File: src/hw/rtl/adx_pkg.sv
// Shared types and constants for the ADX ADPCM block decoder.
package adx_pkg;

   localparam int SAMPLE_W   = 16;
   localparam int IDX_W      = 9;
   localparam int HIST_W     = 2 * SAMPLE_W;
   localparam int FRAC_BITS  = 12;
   localparam int CHN_CNT_W  = 5;
   localparam int CSR_IDX_W  = 3;
   localparam int CSR_DATA_W = 32;

   localparam logic [7:0] MIN_BLOCK_BYTES   = 8'd3;
   localparam logic [7:0] RESET_BLOCK_BYTES = 8'd18;
   localparam logic [3:0] RESET_CHANNELS    = 4'd1;
   localparam logic [3:0] NIB_MASK          = 4'hF;

   localparam logic signed [SAMPLE_W-1:0] SAT_MAX = 16'sh7FFF;
   localparam logic signed [SAMPLE_W-1:0] SAT_MIN = 16'sh8000;

   localparam logic [CSR_IDX_W-1:0] CSR_COEF_FIRST    = 3'd0;
   localparam logic [CSR_IDX_W-1:0] CSR_COEF_SECOND   = 3'd1;
   localparam logic [CSR_IDX_W-1:0] CSR_BLOCK_BYTES   = 3'd2;
   localparam logic [CSR_IDX_W-1:0] CSR_CHANNELS_USED = 3'd3;
   localparam logic [CSR_IDX_W-1:0] CSR_TOTAL_SAMPLES = 3'd4;

   typedef logic signed [SAMPLE_W-1:0] sample_type;

   typedef struct packed {
      logic rd_en;
      logic wr_en;
      logic clear;
   } hist_cmd_type;

   typedef struct packed {
      logic mul_en;
      logic sum_en;
   } mac_ctl_type;

endpackage

File: src/hw/rtl/adx_if.sv
// Request and response channel interfaces.
interface adx_req_if import adx_pkg::*; ();
   logic       valid;
   logic       ready;
   logic [7:0] data_byte;
   logic       stream_end;

   modport source (output valid, data_byte, stream_end, input ready);
   modport sink   (input valid, data_byte, stream_end, output ready);
endinterface

interface adx_rsp_if import adx_pkg::*; ();
   logic             valid;
   logic             ready;
   sample_type       sample;
   logic [2:0]       channel;
   logic [IDX_W-1:0] sample_index;
   logic             last_of_run;
   logic             final_sample;

   modport source (output valid, sample, channel, sample_index, last_of_run, final_sample,
                   input ready);
   modport sink   (input valid, sample, channel, sample_index, last_of_run, final_sample,
                   output ready);
endinterface

File: src/hw/rtl/adx_ram.sv
// Generic single-write, single-read synchronous RAM with registered read.
module adx_ram #(
   parameter int WIDTH = 32,
   parameter int DEPTH = 8,
   parameter int AW    = (DEPTH > 1) ? $clog2(DEPTH) : 1
) (
   input  logic             clock,
   input  logic             wr_en,
   input  logic [AW-1:0]    wr_addr,
   input  logic [WIDTH-1:0] wr_data,
   input  logic             rd_en,
   input  logic [AW-1:0]    rd_addr,
   output logic [WIDTH-1:0] rd_data
);

   logic [WIDTH-1:0] mem [DEPTH];
   logic [WIDTH-1:0] rd_data_ff;

   always_ff @(posedge clock) begin
      if (wr_en) begin
         mem[wr_addr] <= wr_data;
      end
      if (rd_en) begin
         rd_data_ff <= mem[rd_addr];
      end
   end

   assign rd_data = rd_data_ff;

endmodule

File: src/hw/rtl/adx_hist.sv
// Per-channel history store: RAM plus valid bits, unwritten entries read as zero.
module adx_hist import adx_pkg::*; #(
   parameter int DEPTH = 8,
   parameter int AW    = (DEPTH > 1) ? $clog2(DEPTH) : 1
) (
   input  logic              clock,
   input  logic              reset,
   input  hist_cmd_type      cmd,
   input  logic [AW-1:0]     addr,
   input  logic [HIST_W-1:0] wr_data,
   output logic [HIST_W-1:0] rd_data
);

   logic [DEPTH-1:0]  valid_ff, valid_in;
   logic              hit_ff, hit_in;
   logic [HIST_W-1:0] ram_q;

   adx_ram #(.WIDTH(HIST_W), .DEPTH(DEPTH), .AW(AW)) u_ram (
      .clock   (clock),
      .wr_en   (cmd.wr_en),
      .wr_addr (addr),
      .wr_data (wr_data),
      .rd_en   (cmd.rd_en),
      .rd_addr (addr),
      .rd_data (ram_q)
   );

   always_comb begin
      valid_in = valid_ff;
      if (cmd.clear) begin
         valid_in = '0;
      end else if (cmd.wr_en) begin
         valid_in[addr] = 1'b1;
      end
      hit_in = cmd.rd_en ? valid_ff[addr] : hit_ff;
   end

   always_ff @(posedge clock) begin
      if (reset) begin
         valid_ff <= '0;
         hit_ff   <= 1'b0;
      end else begin
         valid_ff <= valid_in;
         hit_ff   <= hit_in;
      end
   end

   assign rd_data = hit_ff ? ram_q : '0;

endmodule

File: src/hw/rtl/adx_mac.sv
// Prediction datapath: registered products, then a registered sum/shift/saturate stage.
module adx_mac import adx_pkg::*; (
   input  logic        clock,
   input  mac_ctl_type ctl,
   input  sample_type  coef_first,
   input  sample_type  coef_second,
   input  sample_type  hist_newest,
   input  sample_type  hist_older,
   input  logic [15:0] scale,
   input  logic [3:0]  nibble,
   output sample_type  sample
);

   localparam int PD_W  = 21;
   localparam int PP_W  = 32;
   localparam int ACC_W = 36;

   logic signed [PD_W-1:0]  pd_ff, pd_in;
   logic signed [PP_W-1:0]  p1_ff, p1_in;
   logic signed [PP_W-1:0]  p2_ff, p2_in;
   sample_type              sample_ff, sample_in;
   logic signed [3:0]       delta;
   logic signed [16:0]      scale_s;
   logic signed [ACC_W-1:0] acc;
   logic signed [ACC_W-1:0] shifted;

   always_comb begin
      delta   = $signed(nibble & NIB_MASK);
      scale_s = $signed({1'b0, scale});
      pd_in   = PD_W'(delta) * PD_W'(scale_s);
      p1_in   = PP_W'(coef_first) * PP_W'(hist_newest);
      p2_in   = PP_W'(coef_second) * PP_W'(hist_older);

      acc     = (ACC_W'(pd_ff) <<< FRAC_BITS) + ACC_W'(p1_ff) + ACC_W'(p2_ff);
      shifted = acc >>> FRAC_BITS;       // floor
      if (shifted > ACC_W'(SAT_MAX)) begin
         sample_in = SAT_MAX;
      end else if (shifted < ACC_W'(SAT_MIN)) begin
         sample_in = SAT_MIN;
      end else begin
         sample_in = shifted[SAMPLE_W-1:0];
      end
   end

   always_ff @(posedge clock) begin
      if (ctl.mul_en) begin
         pd_ff <= pd_in;
         p1_ff <= p1_in;
         p2_ff <= p2_in;
      end
      if (ctl.sum_en) begin
         sample_ff <= sample_in;
      end
   end

   assign sample = sample_ff;

endmodule

File: src/hw/rtl/adx_adpcm_block_decoder_core.sv
// Top level of the ADX 4-bit ADPCM block decoder.
//
// Usage:
//  - req carries one byte of the block area per request (data_byte) and a
//    stream_end flag; after that byte the parse position, scale, sample count
//    and per-channel histories return to their start values.
//  - rsp carries decoded samples with channel, index within block, last-of-byte
//    and end-of-stream flags. A data byte yields zero, one or two samples.
//  - csr_* is a write-only register port (coefficients, block size, channel
//    count, total samples); write only while the decoder is idle.
// Sequence:
//  - Scale bytes and bytes past the sample count leave the decoder idle and ready.
//  - A data byte runs a history read, then multiply, accumulate/saturate and
//    emit for each nibble, then the history write-back. The nibble chain
//    through the shared multiply-accumulate and the single history RAM keeps
//    these steps in sequence.
//  - The first sample reaches rsp through the LOAD, MUL, SUM and EMIT states.
// Reset: synchronous, active high; control and configuration registers return
//    to defaults and all history entries read as zero (valid bits, no clearing pass).
// Stall: a held rsp keeps its sample; the decoder waits in the emit step and
//    takes no new request until the byte's last sample has entered the rsp
//    register and the history write-back step has run.
module adx_adpcm_block_decoder_core import adx_pkg::*; #(
   parameter int MAX_CHANNELS = 8
) (
   input  logic                  clock,
   input  logic                  reset,
   adx_req_if.sink               req,
   adx_rsp_if.source             rsp,
   input  logic                  csr_we,
   input  logic [CSR_IDX_W-1:0]  csr_index,
   input  logic [CSR_DATA_W-1:0] csr_wdata
);

   localparam int CH_W = (MAX_CHANNELS > 1) ? $clog2(MAX_CHANNELS) : 1;
   localparam logic [CHN_CNT_W-1:0] MAX_CHN = CHN_CNT_W'(MAX_CHANNELS);

   typedef enum logic [2:0] {
      S_IDLE, S_LOAD, S_MUL, S_SUM, S_EMIT, S_WRITE
   } state_type;

   // per-byte work latched at request time
   typedef struct packed {
      logic [CH_W-1:0]  ch;
      logic [15:0]      scale;
      logic [7:0]       data;
      logic [IDX_W-1:0] base;
      logic             prod1;
      logic             fin0;
      logic             fin1;
      logic             restart;
   } op_type;

   // configuration
   sample_type  coef1_ff, coef1_in;
   sample_type  coef2_ff, coef2_in;
   logic [7:0]  bb_cfg_ff, bb_cfg_in;
   logic [3:0]  chn_cfg_ff, chn_cfg_in;
   logic [31:0] total_ff, total_in;

   // parse state
   logic [CH_W-1:0]  cc_ff, cc_in;
   logic [7:0]       bib_ff, bib_in;
   logic [15:0]      scale_ff, scale_in;
   logic [31:0]      sl_ff, sl_in;
   logic [IDX_W-1:0] fs_ff, fs_in;

   // sequencer
   state_type  state_ff, state_in;
   op_type     op_ff, op_in;
   logic       nib_ff, nib_in;
   sample_type h1_ff, h1_in;
   sample_type h2_ff, h2_in;

   // response register
   logic             rsp_valid_ff, rsp_valid_in;
   sample_type       rsp_sample_ff, rsp_sample_in;
   logic [2:0]       rsp_ch_ff, rsp_ch_in;
   logic [IDX_W-1:0] rsp_idx_ff, rsp_idx_in;
   logic             rsp_last_ff, rsp_last_in;
   logic             rsp_fin_ff, rsp_fin_in;

   // datapath links
   hist_cmd_type      hist_cmd;
   logic [CH_W-1:0]   hist_addr;
   logic [HIST_W-1:0] hist_rdata;
   mac_ctl_type       mac_ctl;
   sample_type        mac_sample;

   // request decode
   logic                 accept;
   logic [7:0]           bb;
   logic [CHN_CNT_W-1:0] chn;
   logic [IDX_W-1:0]     spb;
   logic [IDX_W-1:0]     fs_next;
   logic [IDX_W-1:0]     idx0;
   logic [IDX_W-1:0]     idx1;
   logic                 is_data;
   logic                 prod0;
   logic                 prod1;
   logic                 last_ch;
   logic                 frame_tail;
   logic                 out_free;

   assign accept   = req.valid && req.ready;
   assign out_free = !rsp_valid_ff || rsp.ready;

   always_comb begin
      // effective geometry, with small/out-of-range settings clamped
      bb = (bb_cfg_ff < MIN_BLOCK_BYTES) ? MIN_BLOCK_BYTES : bb_cfg_ff;
      if (chn_cfg_ff == 4'd0) begin
         chn = CHN_CNT_W'(1);
      end else if (CHN_CNT_W'(chn_cfg_ff) > MAX_CHN) begin
         chn = MAX_CHN;
      end else begin
         chn = CHN_CNT_W'(chn_cfg_ff);
      end
      spb = {bb - 8'd2, 1'b0};

      // frame sample count is latched on the first byte of a frame
      if (bib_ff == 8'd0 && cc_ff == '0) begin
         fs_next = (sl_ff < 32'(spb)) ? sl_ff[IDX_W-1:0] : spb;
      end else begin
         fs_next = fs_ff;
      end

      is_data    = (bib_ff > 8'd1);
      idx0       = {bib_ff - 8'd2, 1'b0};
      idx1       = {bib_ff - 8'd2, 1'b1};
      prod0      = is_data && (idx0 < fs_ff);
      prod1      = is_data && (idx1 < fs_ff);
      last_ch    = (CHN_CNT_W'(cc_ff) + CHN_CNT_W'(1)) == chn;
      frame_tail = (32'(fs_ff) == sl_ff) && last_ch;
   end

   always_comb begin
      coef1_in   = coef1_ff;
      coef2_in   = coef2_ff;
      bb_cfg_in  = bb_cfg_ff;
      chn_cfg_in = chn_cfg_ff;
      total_in   = total_ff;
      cc_in      = cc_ff;
      bib_in     = bib_ff;
      scale_in   = scale_ff;
      sl_in      = sl_ff;
      fs_in      = fs_ff;
      state_in   = state_ff;
      op_in      = op_ff;
      nib_in     = nib_ff;
      h1_in      = h1_ff;
      h2_in      = h2_ff;

      rsp_valid_in  = rsp_valid_ff && !rsp.ready;
      rsp_sample_in = rsp_sample_ff;
      rsp_ch_in     = rsp_ch_ff;
      rsp_idx_in    = rsp_idx_ff;
      rsp_last_in   = rsp_last_ff;
      rsp_fin_in    = rsp_fin_ff;

      hist_cmd  = '0;
      hist_addr = op_ff.ch;
      mac_ctl   = '0;

      unique case (state_ff)
         S_IDLE: begin
            hist_addr = cc_ff;
            if (accept) begin
               fs_in = fs_next;
               if (bib_ff == 8'd0) begin
                  scale_in = {req.data_byte, 8'h00};
               end else if (bib_ff == 8'd1) begin
                  scale_in = {scale_ff[15:8], req.data_byte};
               end

               // advance block / channel / frame position
               if (9'(bib_ff) + 9'd1 >= 9'(bb)) begin
                  bib_in = 8'd0;
                  if (CHN_CNT_W'(cc_ff) + CHN_CNT_W'(1) >= chn) begin
                     cc_in = '0;
                     sl_in = (32'(fs_next) > sl_ff) ? 32'd0 : sl_ff - 32'(fs_next);
                  end else begin
                     cc_in = cc_ff + CH_W'(1);
                  end
               end else begin
                  bib_in = bib_ff + 8'd1;
               end

               if (req.stream_end) begin
                  cc_in    = '0;
                  bib_in   = 8'd0;
                  scale_in = 16'd0;
                  sl_in    = total_ff;
                  fs_in    = '0;
               end

               op_in.ch      = cc_ff;
               op_in.scale   = scale_ff;
               op_in.data    = req.data_byte;
               op_in.base    = idx0;
               op_in.prod1   = prod1;
               op_in.fin0    = frame_tail && (10'(idx0) + 10'd1 == 10'(fs_ff));
               op_in.fin1    = frame_tail && (10'(idx1) + 10'd1 == 10'(fs_ff));
               op_in.restart = req.stream_end;
               nib_in        = 1'b0;

               if (prod0) begin
                  hist_cmd.rd_en = 1'b1;
                  state_in       = S_LOAD;
               end else if (req.stream_end) begin
                  hist_cmd.clear = 1'b1;
               end
            end
         end

         S_LOAD: begin
            h1_in    = hist_rdata[HIST_W-1:SAMPLE_W];
            h2_in    = hist_rdata[SAMPLE_W-1:0];
            state_in = S_MUL;
         end

         S_MUL: begin
            mac_ctl.mul_en = 1'b1;
            state_in       = S_SUM;
         end

         S_SUM: begin
            mac_ctl.sum_en = 1'b1;
            state_in       = S_EMIT;
         end

         S_EMIT: begin
            if (out_free) begin
               rsp_valid_in  = 1'b1;
               rsp_sample_in = mac_sample;
               rsp_ch_in     = 3'(op_ff.ch);
               rsp_idx_in    = nib_ff ? (op_ff.base | IDX_W'(1)) : op_ff.base;
               rsp_last_in   = nib_ff || !op_ff.prod1;
               rsp_fin_in    = nib_ff ? op_ff.fin1 : op_ff.fin0;
               h2_in         = h1_ff;
               h1_in         = mac_sample;
               if (!nib_ff && op_ff.prod1) begin
                  nib_in   = 1'b1;
                  state_in = S_MUL;
               end else begin
                  state_in = S_WRITE;
               end
            end
         end

         S_WRITE: begin
            // a stream end wipes every channel, so the write-back is moot
            if (op_ff.restart) begin
               hist_cmd.clear = 1'b1;
            end else begin
               hist_cmd.wr_en = 1'b1;
            end
            state_in = S_IDLE;
         end

         default: begin
            state_in = S_IDLE;
         end
      endcase

      if (csr_we) begin
         unique case (csr_index)
            CSR_COEF_FIRST:    coef1_in   = csr_wdata[SAMPLE_W-1:0];
            CSR_COEF_SECOND:   coef2_in   = csr_wdata[SAMPLE_W-1:0];
            CSR_BLOCK_BYTES:   bb_cfg_in  = csr_wdata[7:0];
            CSR_CHANNELS_USED: chn_cfg_in = csr_wdata[3:0];
            CSR_TOTAL_SAMPLES: begin
               total_in = csr_wdata;
               sl_in    = csr_wdata;
            end
            default: ;
         endcase
      end
   end

   always_ff @(posedge clock) begin
      if (reset) begin
         coef1_ff     <= '0;
         coef2_ff     <= '0;
         bb_cfg_ff    <= RESET_BLOCK_BYTES;
         chn_cfg_ff   <= RESET_CHANNELS;
         total_ff     <= '1;
         cc_ff        <= '0;
         bib_ff       <= '0;
         scale_ff     <= '0;
         sl_ff        <= '1;
         fs_ff        <= '0;
         state_ff     <= S_IDLE;
         nib_ff       <= 1'b0;
         rsp_valid_ff <= 1'b0;
      end else begin
         coef1_ff     <= coef1_in;
         coef2_ff     <= coef2_in;
         bb_cfg_ff    <= bb_cfg_in;
         chn_cfg_ff   <= chn_cfg_in;
         total_ff     <= total_in;
         cc_ff        <= cc_in;
         bib_ff       <= bib_in;
         scale_ff     <= scale_in;
         sl_ff        <= sl_in;
         fs_ff        <= fs_in;
         state_ff     <= state_in;
         nib_ff       <= nib_in;
         rsp_valid_ff <= rsp_valid_in;
      end
      op_ff         <= op_in;
      h1_ff         <= h1_in;
      h2_ff         <= h2_in;
      rsp_sample_ff <= rsp_sample_in;
      rsp_ch_ff     <= rsp_ch_in;
      rsp_idx_ff    <= rsp_idx_in;
      rsp_last_ff   <= rsp_last_in;
      rsp_fin_ff    <= rsp_fin_in;
   end

   adx_hist #(.DEPTH(MAX_CHANNELS), .AW(CH_W)) u_hist (
      .clock   (clock),
      .reset   (reset),
      .cmd     (hist_cmd),
      .addr    (hist_addr),
      .wr_data ({h1_ff, h2_ff}),
      .rd_data (hist_rdata)
   );

   adx_mac u_mac (
      .clock       (clock),
      .ctl         (mac_ctl),
      .coef_first  (coef1_ff),
      .coef_second (coef2_ff),
      .hist_newest (h1_ff),
      .hist_older  (h2_ff),
      .scale       (op_ff.scale),
      .nibble      (nib_ff ? op_ff.data[3:0] : op_ff.data[7:4]),
      .sample      (mac_sample)
   );

   assign req.ready        = (state_ff == S_IDLE);
   assign rsp.valid        = rsp_valid_ff;
   assign rsp.sample       = rsp_sample_ff;
   assign rsp.channel      = rsp_ch_ff;
   assign rsp.sample_index = rsp_idx_ff;
   assign rsp.last_of_run  = rsp_last_ff;
   assign rsp.final_sample = rsp_fin_ff;

   // the stream's final sample closes its byte's run
   a_final_is_last: assert property (@(posedge clock) disable iff (reset)
      rsp.valid && rsp.final_sample |-> rsp.last_of_run)
      else $error("final sample without last_of_run");

   // index never exceeds the largest block
   a_index_range: assert property (@(posedge clock) disable iff (reset)
      rsp.valid |-> rsp.sample_index < IDX_W'(506))
      else $error("sample index out of range");

   // history read and write-back never share a cycle
   a_hist_ports: assert property (@(posedge clock) disable iff (reset)
      !(hist_cmd.rd_en && (hist_cmd.wr_en || hist_cmd.clear)))
      else $error("history read collides with write");

   // a sample-producing byte holds off the next request
   a_busy_after_read: assert property (@(posedge clock) disable iff (reset)
      hist_cmd.rd_en |=> !req.ready)
      else $error("request taken while a byte is in flight");

endmodule
File: src/flat_wrapper.sv
// flat-port wrapper written by rule: the top's interface ports become plain ports
module adx_adpcm_block_decoder_core_flat import adx_pkg::*;
#(
   parameter int MAX_CHANNELS = 8
)
  (clock, reset, csr_we, csr_index, csr_wdata, req_valid, req_data_byte, req_stream_end, req_ready, rsp_valid, rsp_sample, rsp_channel, rsp_sample_index, rsp_last_of_run, rsp_final_sample, rsp_ready);
  adx_req_if req_i ();
  adx_rsp_if rsp_i ();
  input  logic clock;
  input  logic reset;
  input  logic csr_we;
  input  logic [CSR_IDX_W-1:0] csr_index;
  input  logic [CSR_DATA_W-1:0] csr_wdata;
  input wire logic [$bits(req_i.valid)-1:0] req_valid;
  input wire logic [$bits(req_i.data_byte)-1:0] req_data_byte;
  input wire logic [$bits(req_i.stream_end)-1:0] req_stream_end;
  output wire logic [$bits(req_i.ready)-1:0] req_ready;
  output wire logic [$bits(rsp_i.valid)-1:0] rsp_valid;
  output wire logic [$bits(rsp_i.sample)-1:0] rsp_sample;
  output wire logic [$bits(rsp_i.channel)-1:0] rsp_channel;
  output wire logic [$bits(rsp_i.sample_index)-1:0] rsp_sample_index;
  output wire logic [$bits(rsp_i.last_of_run)-1:0] rsp_last_of_run;
  output wire logic [$bits(rsp_i.final_sample)-1:0] rsp_final_sample;
  input wire logic [$bits(rsp_i.ready)-1:0] rsp_ready;
  assign req_i.valid = req_valid;
  assign req_i.data_byte = req_data_byte;
  assign req_i.stream_end = req_stream_end;
  assign req_ready = req_i.ready;
  assign rsp_valid = rsp_i.valid;
  assign rsp_sample = rsp_i.sample;
  assign rsp_channel = rsp_i.channel;
  assign rsp_sample_index = rsp_i.sample_index;
  assign rsp_last_of_run = rsp_i.last_of_run;
  assign rsp_final_sample = rsp_i.final_sample;
  assign rsp_i.ready = rsp_ready;
  adx_adpcm_block_decoder_core #(.MAX_CHANNELS(MAX_CHANNELS)) u_core (.clock(clock), .reset(reset), .req(req_i), .rsp(rsp_i), .csr_we(csr_we), .csr_index(csr_index), .csr_wdata(csr_wdata));
endmodule
File: config.mk
export PLATFORM = sky130hd
export DESIGN_NAME = adx_adpcm_block_decoder_core_flat
export DESIGN_NICKNAME = d
export VERILOG_FILES = /design/src/hw/rtl/adx_pkg.sv /design/src/hw/rtl/adx_if.sv /design/src/hw/rtl/adx_ram.sv /design/src/hw/rtl/adx_hist.sv /design/src/hw/rtl/adx_mac.sv /design/src/hw/rtl/adx_adpcm_block_decoder_core.sv /design/src/flat_wrapper.sv
export SDC_FILE = /design/constraint.sdc
export NUM_CORES = 2
export LEC_CHECK = 0
export ABC_AREA = 0
export BUFFER_PORTS_ARGS = -buffer_cell sky130_fd_sc_hd__buf_4
export CORE_MARGIN = 1.5
export CORE_UTILIZATION = 40
export CTS_CLUSTER_SIZE = 14
export DETAILED_ROUTE_END_ITERATION = 8
export PLACE_DENSITY = 0.67
export SLEW_MARGIN = 10
export SYNTH_ARGS = -nofsm -noshare
export SYNTH_HDL_FRONTEND = slang
export SYNTH_SLANG_ARGS = --single-unit
File: constraint.sdc
create_clock -name clock -period 7.9 [get_ports clock]
set_clock_uncertainty 0.2 [all_clocks]
set_input_delay 0 -clock clock [delete_from_list [all_inputs] [get_ports clock]]
set_output_delay 0 -clock clock [all_outputs]
set_load 0.01 [all_outputs]
==> results.toml <==
[run_status]
status = "completed"

[clock_network]
cts_root_buf = "clkbuf_16"
cts_tree = "yes"
clock_sinks = 648
max-clock-path-buffers = 3
cts_made_buffers = 71
clk_pin_slew_ns = 0.06
h-tree-depth = 3
cts_setup_buffers = 0
clk_latency_ns = 0.67

[yosys]
yosys.area.top_type = "edfxtp_1"
synthArstFlopShare_pct = 0
yosysWarnings = 0
mappedNetlistArea_mm2 = 0.0499
syn_area_per_cell_um2 = 10.2
ys.flop_type = "edfxtp_1"
ys_types = 77
synth_top_area_share_pct = 29.5
syn-num-nets = 5820
synth_edf_count = 490
ys_ff_latch = 648
yosysSeqAreaShare_pct = 35.9
ys_top_cells_by_area = "edfxtp_1 30%, fa_1 23%, ha_1 7.4%"
synth_cells = 4901

[placed_design]
port_buffers = 80
dpl.hpwl_um = 93800
postPlaceCellArea_mm2 = 0.0526
gp_congestion = 0.913

[global_routing]
antenna_found_initial = 6
track_usage_pct = 20.7
grt_pass1_vias = 36674
grt_pass1_wl_um = 206000
grt_max_degree = 131
grt_overflow_total = 0

[sta]
slew_headroom_pct = 15.6
fmax_mhz = 134
period_minus_slack_ns = 7.46
hold_viol = 0
finalMaxSlewViolations = 0
fin_crit_sh_pct = 94.4
timing.hold.ws_ns = 0.0417
tightest_slew_ns = 1.27
rsz0062_at_grt = "false"
setup_tns_ns = 0
finalSetupViolations = 0

[critical_path]
worstSetupEndpointType = "register"
cp_slowest_cell = "edfxtp_1"
arrival_ns = 7.62
cpMostUsedCell = "fa_1"
start_kind = "register"
crit_fanout = 24
cp_cell_sequence = "and2_1 > fa_1 > inv_1 > fa_1 > inv_1 > ha_1 > inv_1 > fa_1 > fa_1 > fa_1 > inv_1 > ha_1 > and3_1 > and2_1 > a221oi_1 > o21bai_1 > a211oi_1 > o221ai_1 > o211ai_1 > o22ai_1 > o41ai_1 > xnor2_1"
worstPathRequired_ns = 8.06
max_stage_delay_ns = 0.72
crit_type = "reg2reg"

[layout]
filler_cell_count = 11543
syn_to_final_growth_pct = 13.0
final_area_mm2 = 0.0564
fin_nets = 5996
final_layout_size_suffix_gt1_share_pct = 6.99
antennaDiodeCount = 0
fin_util_pct = 45.6
multiInputGateArea_mm2 = 0.0288
regArea_mm2 = 0.0179

[route]
avgViaCountPerCell = 5.31
vias = 35941
ant_nets = 0
drtPass1Iterations = 6
wirelength_um = 130000
drtIter0Drc = 2882
drc_errors = 0
wire_per_inst_um = 19.2

[pwr]
ir_drop_mv = 0.159
powerDensity_mw_per_mm2 = 159
total_power_w = 0.00898
p_leak_nw = 23.2

[floorplanning]
die_width_um = 356
dieArea_mm2 = 0.127
io_pins = 81
rows = 129
die_h_um = 356
coreArea_mm2 = 0.124
initial_utilization_pct = 40.3

[min_path]
hold_path.class = "in2reg"

[job]
cap_violations = 0
## Yosys cell counts, types with 5 or more instances
| library cell | number |
|---|---|
| nand3_1 | 232 |
| o21a_1 | 22 |
| mux2_2 | 11 |
| a41oi_1 | 7 |
| and3_1 | 24 |
| nor2_1 | 161 |
| o21bai_1 | 12 |
| ha_1 | 295 |
| nor2b_1 | 32 |
| o22ai_1 | 8 |
| a2111oi_0 | 10 |
| a221o_1 | 5 |
| a211oi_1 | 13 |
| xnor2_1 | 107 |
| inv_1 | 670 |
| a21boi_0 | 9 |
| a21o_1 | 41 |
| buf_1 | 11 |
| o211ai_1 | 11 |
| a22oi_1 | 23 |
| o41ai_1 | 5 |
| a21oi_1 | 153 |
| or3_1 | 14 |
| nand4b_1 | 6 |
| edfxtp_1 | 490 |
| xor2_1 | 57 |
| nand2_1 | 904 |
| mux2i_1 | 13 |
| nand3b_1 | 34 |
| fa_1 | 575 |
| o221ai_1 | 25 |
| nand2b_1 | 48 |
| nand4_1 | 19 |
| a31oi_1 | 24 |
| and2_1 | 215 |
| nor3_1 | 39 |
| nor4_1 | 12 |
| clkbuf_1 | 195 |
| o21ba_2 | 5 |
| o21ai_0 | 116 |
| or2_2 | 21 |
| dfxtp_1 | 158 |
| o31a_1 | 5 |
## metrics by stage
step,setup slack [ns],cells
floorplan,1.22,4901
global placement,0.526,6507
detailed placement,0.454,6507
CTS,0.374,6772
global route,0.0911,6772
finish,0.444,6772
## worst max-delay path, delay by kind of cell, from the launching register on
family / cells / cell delay (ns)
DFF: 1 / 0.72
adders and majority gates: 7 / 2.99
buffers and inverters: 4 / 0.22
AOI/OAI and AO/OA: 7 / 2.19
xor gates and xnor gates: 1 / 0.12
and+or+nand+nor: 3 / 0.70
## where the power goes
group	switching [W]	leakage (nW)	total [W]	internal, W
Combinational	0.000985	16.4	0.00173	0.000750
Clock	0.00148	1.18	0.00347	0.00200
Sequential	0.0000496	5.67	0.00378	0.00373
Total	0.00251	23.2	0.00898	0.00647
## cells by family (layout without fill, tap and decap cells)
group                      Yosys count  count (layout)  synth area share (%)
DFF                                648             648                  35.9
xor gates and xnor gates           164             164                  2.88
buffers and inverters              879            1113                  6.63
AOI/OAI and AO/OA                  531             531                  6.93
adders and majority gates          871             871                  30.5
muxes                               26              26                 0.600
and+or+nand+nor                   1782            1782                  16.6
## layout by cell type, fill, tap and decap left out, types with 10 or more instances in the layout
| cell type | count |
|---|---|
| ha_1 | 295 |
| dlygate4sd3_1 | 134 |
| o211ai_1 | 11 |
| a31oi_1 | 24 |
| inv_1 | 669 |
| dfxtp_1 | 157 |
| and3_1 | 24 |
| buf_4 | 178 |
| nor2b_1 | 32 |
| o221ai_1 | 25 |
| nor4_1 | 12 |
| nand3_1 | 232 |
| o21a_1 | 22 |
| nand2b_1 | 48 |
| nor3_1 | 32 |
| xnor2_1 | 107 |
| mux2i_1 | 10 |
| o21bai_1 | 12 |
| clkbuf_16 | 73 |
| or3_1 | 14 |
| edfxtp_1 | 490 |
| mux2_2 | 10 |
| xor2_1 | 57 |
| a21oi_1 | 153 |
| clkinv_1 | 16 |
| nand4_1 | 19 |
| a2111oi_0 | 10 |
| fa_1 | 575 |
| and2_1 | 213 |
| nand2_1 | 904 |
| or2_2 | 21 |
| nor2_1 | 157 |
| a211oi_1 | 13 |
| nand3b_1 | 34 |
| o21ai_0 | 116 |
| a21o_1 | 41 |
| a22oi_1 | 23 |
## layout make-up
type | count | share of cell area [%]
Clock buffer | 87 | 3.42
Clock inverter | 44 | 0.890
Inverter | 670 | 4.46
Multi-Input combinational cell | 3374 | 51.1
Sequential cell | 648 | 31.7
Tap cell | 1637 | 3.63
Timing Repair Buffer | 312 | 4.75
## path summary, 6_finish.rpt
check                                 start                                   end  slack, ns  depth (start not counted)
hold reg to reg   u_core.op_ff[8]$_DFFE_PP_  u_core.rsp.sample_index[4]$_DFFE_PP_       0.22                          0
hold / removal                 csr_wdata[4]       u_core.total_ff[4]$_SDFFE_PP1P_       0.04                          4
setup / recovery  u_core.h2_ff[2]$_DFFE_PP_      u_core.u_mac.p2_ff[30]$_DFFE_PP_       0.44                         22
setup reg to reg  u_core.h2_ff[2]$_DFFE_PP_      u_core.u_mac.p2_ff[30]$_DFFE_PP_       0.44                         22
## metal layers
layer / global-route usage, % / wire length [um]
met1: 28.3 / 55500
met2: 34.1 / 62200
met3: 2.89 / 8630
met4: 6.51 / 3830
met5: 0 / 28
## sequential cells by signal, summed over array words and instances (netlist names), 4 cells and up
register,flops
u_core.bib_ff,8
u_core.coef2_ff,16
u_core.u_hist.valid_ff,8
u_core.u_mac.pd_ff,21
u_core.fs_ff,9
u_core.u_mac.p2_ff,32
u_core.chn_cfg_ff,4
u_core.u_mac.sample,16
u_core.h1_ff,16
u_core.rsp.sample,16
u_core.bb_cfg_ff,8
u_core.coef1_ff,16
u_core.h2_ff,16
u_core.u_hist.u_ram.rd_data,32
u_core.total_ff,32
u_core.rsp.sample_index,9
u_core.u_hist.u_ram.mem,256
u_core.sl_ff,32
u_core.op_ff,39
u_core.u_mac.p1_ff,32
u_core.scale_ff,16
## what timing repair did
| action | 4_1_cts | 5_1_grt |
|---|---|---|
| gates resized for setup | 0 | 1 |
| setup endpoints to repair | 0 | 2 |
| hold endpoints to repair | 156 | 0 |
| hold buffers | 134 | 0 |
No activity file was read; power rests on OpenSTA's default activity.
